[config.mk]
export PLATFORM = sky130hd
export DESIGN_NAME = wer_ctrl
export DESIGN_NICKNAME = d
export VERILOG_FILES = /design/src/rtl/core/wer_pkg.sv /design/src/rtl/core/wer_ctrl.sv
export VERILOG_INCLUDE_DIRS = /design/src /design/src/rtl/core
export SDC_FILE = /design/constraint.sdc
export NUM_CORES = 1
export LEC_CHECK = 0
export ABC_AREA = 1
export BUFFER_PORTS_ARGS = -buffer_cell sky130_fd_sc_hd__clkbuf_2
export CAP_MARGIN = 20
export CELL_PAD_IN_SITES_DETAIL_PLACEMENT = 0
export CELL_PAD_IN_SITES_GLOBAL_PLACEMENT = 1
export CORE_MARGIN = 2
export CORE_UTILIZATION = 28
export CTS_CLUSTER_DIAMETER = 200
export DETAILED_ROUTE_END_ITERATION = 6
export PLACE_DENSITY = 0.75
export SLEW_MARGIN = 10
export SYNTH_ARGS = -nofsm -noshare
export SYNTH_HDL_FRONTEND = slang
export SYNTH_SLANG_ARGS = --single-unit
[constraint.sdc]
create_clock -name clk -period 1.6 [get_ports clk]
set_input_delay 0.24 -clock clk [delete_from_list [all_inputs] [get_ports clk]]
set_output_delay 0.24 -clock clk [all_outputs]
set_load 0.01 [all_outputs]
[src/rtl/core/assert_macros.svh]
// Assertion macros shared by the rate meter RTL.
`ifndef ASSERT_MACROS_SVH
`define ASSERT_MACROS_SVH

// Property checked on every clock edge outside reset.
`define WER_ASSERT(label, prop, msg) \
  label: assert property (@(posedge clk) disable iff (rst) (prop)) else $error(msg);

// Antecedent in one cycle requires the consequent in the next cycle.
`define WER_ASSERT_NEXT(label, ante, cons, msg) \
  label: assert property (@(posedge clk) disable iff (rst) (ante) |=> (cons)) else $error(msg);

`endif

[src/rtl/core/wer_pkg.sv]
// Shared types and constants of the windowed event rate meter.
`default_nettype none

package wer_pkg;

  localparam int SLOT_IN_W = 5;
  localparam int TIME_W    = 32;
  localparam int RATE_W    = 30;
  localparam logic [RATE_W-1:0] RATE_MAX = 30'h3FFF_FFFF;

  localparam logic CMD_RECORD = 1'b0;
  localparam logic CMD_QUERY  = 1'b1;

  typedef enum logic [3:0] {
    ST_IDLE,
    ST_DECIDE,
    ST_CLEAR,
    ST_STEP,
    ST_BUMP_RD,
    ST_BUMP_WR,
    ST_SUM,
    ST_SUM_LAST,
    ST_DIV_INIT,
    ST_DIV,
    ST_DONE
  } state_t;

  // Commands from the controller to the datapath.
  typedef struct packed {
    logic load;
    logic prep;
    logic clear_wr;
    logic step_wr;
    logic bump_rd;
    logic bump_wr;
    logic sum_rd;
    logic div_init;
    logic div_step;
    logic out_load;
  } ctl_t;

  // Status from the datapath to the controller.
  typedef struct packed {
    logic is_query;
    logic slot_ok;
    logic need_clear;
    logic need_step;
    logic rate_zero;
    logic cur_last;
    logic step_last;
    logic div_last;
    logic out_free;
  } sts_t;

endpackage

`default_nettype wire

[src/rtl/core/wer_ctrl.sv]
// Controller state machine of the windowed event rate meter.
`default_nettype none
`include "assert_macros.svh"

module wer_ctrl (
  input  wire logic          clk,
  input  wire logic          rst,
  input  wire logic          in_valid,
  output logic               in_ready,
  input  wer_pkg::sts_t      sts,
  output wer_pkg::ctl_t      ctl
);
  import wer_pkg::*;

  state_t state;
  state_t state_next;

  // State register.
  always_ff @(posedge clk) begin
    if (rst) begin
      state <= ST_IDLE;
    end else begin
      state <= state_next;
    end
  end

  // Next state.
  always_comb begin
    state_next = state;
    unique case (state)
      ST_IDLE: begin
        if (in_valid) state_next = ST_DECIDE;
      end
      ST_DECIDE: begin
        if (sts.is_query) begin
          state_next = (!sts.slot_ok || sts.rate_zero) ? ST_DONE : ST_SUM;
        end else if (!sts.slot_ok) begin
          state_next = ST_IDLE;
        end else if (sts.need_clear) begin
          state_next = ST_CLEAR;
        end else if (sts.need_step) begin
          state_next = ST_STEP;
        end else begin
          state_next = ST_BUMP_RD;
        end
      end
      ST_CLEAR: begin
        if (sts.cur_last) state_next = ST_BUMP_RD;
      end
      ST_STEP: begin
        if (sts.step_last) state_next = ST_BUMP_RD;
      end
      ST_BUMP_RD:  state_next = ST_BUMP_WR;
      ST_BUMP_WR:  state_next = ST_IDLE;
      ST_SUM: begin
        if (sts.cur_last) state_next = ST_SUM_LAST;
      end
      ST_SUM_LAST: state_next = ST_DIV_INIT;
      ST_DIV_INIT: state_next = ST_DIV;
      ST_DIV: begin
        if (sts.div_last) state_next = ST_DONE;
      end
      ST_DONE: begin
        if (sts.out_free) state_next = ST_IDLE;
      end
      default: state_next = ST_IDLE;
    endcase
  end

  // Datapath commands.
  always_comb begin
    ctl          = '0;
    in_ready     = 1'b0;
    unique case (state)
      ST_IDLE: begin
        in_ready = 1'b1;
        ctl.load = in_valid;
      end
      ST_DECIDE:   ctl.prep     = 1'b1;
      ST_CLEAR:    ctl.clear_wr = 1'b1;
      ST_STEP:     ctl.step_wr  = 1'b1;
      ST_BUMP_RD:  ctl.bump_rd  = 1'b1;
      ST_BUMP_WR:  ctl.bump_wr  = 1'b1;
      ST_SUM:      ctl.sum_rd   = 1'b1;
      ST_SUM_LAST: ctl.sum_rd   = 1'b0;
      ST_DIV_INIT: ctl.div_init = 1'b1;
      ST_DIV:      ctl.div_step = 1'b1;
      ST_DONE:     ctl.out_load = sts.out_free;
      default:     ctl          = '0;
    endcase
  end

  `WER_ASSERT(a_div_only_query, (state != ST_DIV) || sts.is_query, "divider runs on a record")
  `WER_ASSERT(a_bump_only_record, (state != ST_BUMP_WR) || !sts.is_query, "bucket bump on a query")
  `WER_ASSERT_NEXT(a_clear_exit, state == ST_CLEAR, state == ST_CLEAR || state == ST_BUMP_RD, "clear sweep left early")

endmodule

`default_nettype wire

==> run metrics, run 1 <==
status complete, no violations; fillers 204; Gate Count Post-Synth 90; GPL Wtd Cong 0.729; crit path max-delay cell type dfxtp_1; YS warnings 0; GRT Total Usage 0.129; final setup fails 0; Seq/Total Area, Yosys 0.157; Starting Density 0.295; nets 128; Clock Pin Slew Worst Setup and Hold Paths 40 ps; final WL 1170 um; share of cells above drive strength 1 0.377; clk sink count 4; number of global-route vias before repair 507; Final Hold Fails 0; initial antenna violation count 0; CP startpoint kind register; largest net degree at the start of global routing 11; vias per cell 4.23; post-synthesis register bit count 4; Highest Clock Rate 682 MHz; peak supply drop 0.734 mV; max-cap violations 0; Post-Syn Area 509 um2; clock tree buffer depth 2; Leak 0.381 nW; CP cell instances inv_2, nor4_1, clkbuf_2; H-tree depth 1; Core ar. 0.00173 mm2; Largest Register state; Clock Skew 11.5 ps; Area Growth Syn to Fin 30.2%; I/O Buffers 22; fin. max-slew vios 0; Initial DRC Count 3; antenna-violating nets left 0; Slew HR 0.819; max reg flops 4; arrival time at the worst endpoint 1230 ps; CP required 1360 ps; Root Driver clkbuf_4; biggest regs state (4); Ports 23; DRC Markers 0; post-synth cell types 21; # Post-CTS Setup Buffers 0; Reg2Reg Setup Slack 370 ps; Worst path max stage delay 440 ps; CTS tree done; CP max FO 6; Avg Inst Size Synth 5.66 um2; Fin Setup TNS 0 ps; DR WL/cell 8.42 um; # rows 15; RSZ-0062 raised after global routing false; Mapped Nets 102; final core utilization 0.384; CTS buffer count 3; # diodes 0; Die Wd 46.6 um; Bufs and invs on worst path 2; total grt overflow 0; first-pass GRT wire length 1970 um; period utilisation layout 0.916; CP Capture Type output port; worst setup path class register to output port; DIE HEIGHT 46.6 um; Power Dens Cells 1860 mW/mm2; via count 588; DRT Pass-1 Iters 4; worst slew pin tran 271 ps; crit path time final 1470 ps; clock latency on the worst-skew pair 240 ps; full die area 0.00218 mm2; post-DP HPWL 1000 um; Crit path max-delay family flip-flops; Hold WC Path Type input port to register
==> synth_stat cells <==
master,n,area (um2)
nor2_1,26,97.6
nand2_1,16,60.1
inv_1,11,41.3
inv_2,5,18.8
dfxtp_1,4,80.1
nand3_1,4,20.0
nand3_2,4,40.0
a21oi_1,3,15.0
nor2_4,3,33.8
nand2_2,2,12.5
nor3_1,2,10.0
buf_6,1,11.3
clkinv_1,1,3.75
nand2_4,1,11.3
nand3_4,1,17.5
nor2_2,1,6.26
nor4_1,1,6.26
o21ai_0,1,5.00
o21ai_1,1,5.00
o21bai_1,1,7.51
o22ai_1,1,6.26
==> routing by layer <==
metal / global-route usage / share of wire
met5: 0 / 0
met2: 0.200 / 0.43
met3: 0.0235 / 0.038
met1: 0.170 / 0.52
met4: 0.0667 / 0.0051
==> stage by stage <==
stage | total power, W | hold WS, ps | cell area, um2 | setup slack, ps | std cells
2_1_floorplan | 0.000923 | 419 | 509 | 439 | 90
3_3_place_gp | 0.00112 | 527 | 639 | 318 | 136
3_5_place_dp | 0.00111 | 531 | 639 | 308 | 136
4_1_cts | 0.00124 | 277 | 662 | 53.7 | 139
5_1_grt | 0.00139 | 300 | 663 | 42.5 | 139
6_report | 0.00123 | 272 | 663 | 134 | 139
==> final cells by class <==
| type | instances | area [um2] | share of cell area |
|---|---|---|---|
| Clock buffer | 3 | 22.5 | 0.0340 |
| Inverter | 17 | 63.8 | 0.0962 |
| Multi-Input combinational cell | 68 | 354 | 0.534 |
| Sequential cell | 4 | 81.3 | 0.123 |
| Tap cell | 25 | 31.3 | 0.0472 |
| Timing Repair Buffer | 22 | 110 | 0.166 |
==> tightest hold or removal path, stage by stage <==
cell and delay (ps):
clkbuf_2 70, inv_1 60, nand2_1 70, nor2_1 30
==> cell families (layout without fill, tap and decap cells) <==
family                 Yosys count  in the layout  synth area share
DFF                              4              4             0.157
buffers and inverters           18             42             0.147
AOI/OAI and AO/OA                7              7            0.0762
and+or+nand+nor                 61             61             0.619
==> cells in the final DEF, fill, tap and decap left out, drive strengths merged <==
master / instances
o22ai: 1
nand3: 9
a21oi: 3
o21ai: 2
dfxtp: 4
o21bai: 1
clkinv: 1
clkbuf: 25
nor2: 30
nor4: 1
nand2: 19
nor3: 2
inv: 16
==> power by group <==
part	internal (W)	leakage [nW]	switching (W)	total, W
registers	0.000152	0.0334	0.0000992	0.000251
logic	0.000321	0.334	0.000532	0.000853
clock network	0.0000841	0.0138	0.0000446	0.000129
total	0.000557	0.381	0.000676	0.00123
==> what timing repair did <==
action / in CTS / in global routing
hold buffers: 0 / 0
setup endpoints to repair: 0 / 2
resized for setup: 0 / 1
==> final timing paths <==
| check | startpoint | end | cells after the start |
|---|---|---|---|
| min reg2reg | state[3] | state[3] | 2 |
| max | state[1] | ctl[0] | 3 |
| max reg2reg | state[2] | state[3] | 7 |
| min | rst | state[0] | 4 |
Note: power is estimated with default switching activity, not from simulation.
==> run 2, diff against run 1 <==
--- a/config.mk
+++ b/config.mk
@@ -6,7 +6,6 @@
 export SDC_FILE = /design/constraint.sdc
 export NUM_CORES = 1
 export LEC_CHECK = 0
-export ABC_AREA = 1
 export BUFFER_PORTS_ARGS = -buffer_cell sky130_fd_sc_hd__clkbuf_2
 export CAP_MARGIN = 20
 export CELL_PAD_IN_SITES_DETAIL_PLACEMENT = 0
@@ -15,7 +14,7 @@
 export CORE_UTILIZATION = 28
 export CTS_CLUSTER_DIAMETER = 200
 export DETAILED_ROUTE_END_ITERATION = 6
-export PLACE_DENSITY = 0.75
+export PLACE_DENSITY = 0.74
 export SLEW_MARGIN = 10
 export SYNTH_ARGS = -nofsm -noshare
 export SYNTH_HDL_FRONTEND = slang
==> run 2 against run 1 <==
Net effect: register-to-register slack got worse by 230 ps; sequential cell count unchanged; combinational power decreased by 20%; wire length increased by 8.2%; global-route usage increased by 1.7 points; clock-buffer cell count unchanged; setup slack got worse by 92 ps; worst hold slack got worse by 49 ps; core utilization increased by 4.6 points; power decreased by 18%; highest routed layer is now met3; first-iteration DRC count increased by 100%; non-clock buffer count increased by 5.
==> run metrics, run 2 <==
status complete, no violations; cell taking the most area after synthesis dfxtp_1; GPL Wtd Cong 0.810; Core ar. 0.00151 mm2; fillers 163; DRC Markers 0; post-synth cell types 31; post-CTS sizing 2; worst slew pin tran 400 ps; top-count cell post-synth nor3_1; commonest cells after routing, fill and taps aside 22 x clkbuf_2, 10 x nor3_1, 7 x nor2_1; final setup fails 0; total grt overflow 0; Highest Clock Rate 642 MHz; Starting Density 0.297; Post-Syn Area 448 um2; Gate Count Post-Synth 62; initial antenna violation count 0; Clock Skew 5.84 ps; WL met2 665 um; vias per cell 5.55; I/O Buffers 22; CTS tree done; full die area 0.00194 mm2; antenna-violating nets left 0; post-DP HPWL 1010 um; # diodes 0; period utilisation layout 0.974; fin. max-slew vios 0; Final Hold Fails 0; Avg Inst Size Synth 7.22 um2; largest net degree at the start of global routing 13; met1 WL 524 um; Hold Path Cell Cnt 2; max-cap violations 0; detailed route wirelength on metal3 77 um; worst hold slack 223 ps; YS warnings 0; clock tree buffer depth 2; CP required 1360 ps; # rows 14; Power Dens Cells 1570 mW/mm2; ranking of synthesized cells by area dfxtp_1 18%, nor3_1 11%, nand2b_1 7.0%, nor2_1 5.9%, nor4_1 5.6%; via count 577; Post-synth EDFFs 0; Area Growth Syn to Fin 44.7%; Leak 0.281 nW; ys flop type dfxtp_1; async set-reset flop share out of synthesis 0; critical hold path startpoint rst; Clock Pin Slew Worst Setup and Hold Paths 40 ps; highest routed layer met3; worst setup path class register to output port; R2R cell count 4; Placed Cells incl. Taps 101; CP startpoint kind register; clk sink count 4; Mapped Nets 74; biggest regs state (4); DIE HEIGHT 44.0 um; GRT Total Usage 0.147; CTS buffer count 3; crit path time final 1560 ps; Synth top cells by count 10 x nor3_1, 7 x nor2_1, 5 x nand2b_1, 4 x dfxtp_1, 4 x nor4_1; # Post-CTS Setup Buffers 0; peak supply drop 0.431 mV; Fin Setup TNS 0 ps; nets 102; Initial DRC Count 6; Hold WC Path Type input port to register; Critical Path Start state[2]; Root Driver clkbuf_4; post-synth top area share 0.179; CP max FO 9; RSZ-0062 raised after global routing false; Largest Register state; CP Capture Type output port; max reg flops 4; DR WL/cell 12.2 um; area occupied by registers 86.3 um2; total power 0.00102 W; share of cells above drive strength 1 0.432; area of the multi-input gates 353 um2; Die Wd 44.0 um; post-synthesis register bit count 4; final WL 1270 um; number of global-route vias before repair 499; RR Startpoint state[3]; clock latency on the worst-skew pair 230 ps; CTS Hold Bufs 0; Slew HR 0.731; Seq/Total Area, Yosys 0.179; final instance count without filler cells 104; Reg2Reg Setup Slack 140 ps; Ports 23; DRT Pass-1 Iters 4; commonest non-fill, non-tap cell in the layout clkbuf_2; H-tree depth 1; arrival time at the worst endpoint 1320 ps; first-pass GRT wire length 2150 um
-- run 2: cell count changes in the layout (fill, tap and decap cells not counted), sizes merged, moves of 4 or more --
cell,previous run,this run
nand3,9,0
nor3,2,10
nor2,30,7
nor4,1,5
buf,0,5
nand2,19,1
nand2b,0,5
inv,16,3
-- run 2: power by group --
group | total (W) | internal [W] | switching (W)
registers | 0.000216 | 0.000144 | 0.0000722
logic | 0.000679 | 0.000329 | 0.000350
clock network | 0.000120 | 0.0000835 | 0.0000365
total | 0.00102 | 0.000557 | 0.000458
-- run 2: path summary, 6_finish.rpt --
path / to
worst min-delay path: state[1]
worst max register to register: state[2]
worst max-delay path: ctl[0]
worst min register to register: state[1]
-- run 2: stage by stage --
stage,cell area [um2],setup WS (ps),util
finish,648,42.2,0.430
floorplan,448,84.8,-
detailed placement,597,118,0.396
CTS,627,40.2,0.416
global placement,597,151,0.396
global route,648,1.27,0.430
-- run 2: final cells by class --
type | count | area share
multi-input combinational | 51 | 0.544
timing repair buffer | 27 | 0.239
tap | 16 | 0.0309
sequential | 4 | 0.133
clock buffer | 3 | 0.0347
inverter | 3 | 0.0174
-- run 2: logic make-up after synthesis --
group	share of synthesized area
AO/OA/AOI/OAI	0.218
flip-flops	0.179
multiplexers	0.0223
buffers and inverters	0.0670
AND/OR/NAND/NOR	0.514
-- run 2: routing by layer --
metal | GRT usage | up-vias
met4 | 0.0545 | 0
met1 | 0.180 | 265
met2 | 0.250 | 23
li1 | - | 289
met5 | 0 | -
met3 | 0.0292 | 0
-- run 2: critical path: stages, from the launching register on --
cell      delay, ps
dfxtp_4         370
buf_4           170
nand2b_1        200
nor3_1          190
clkbuf_2        160
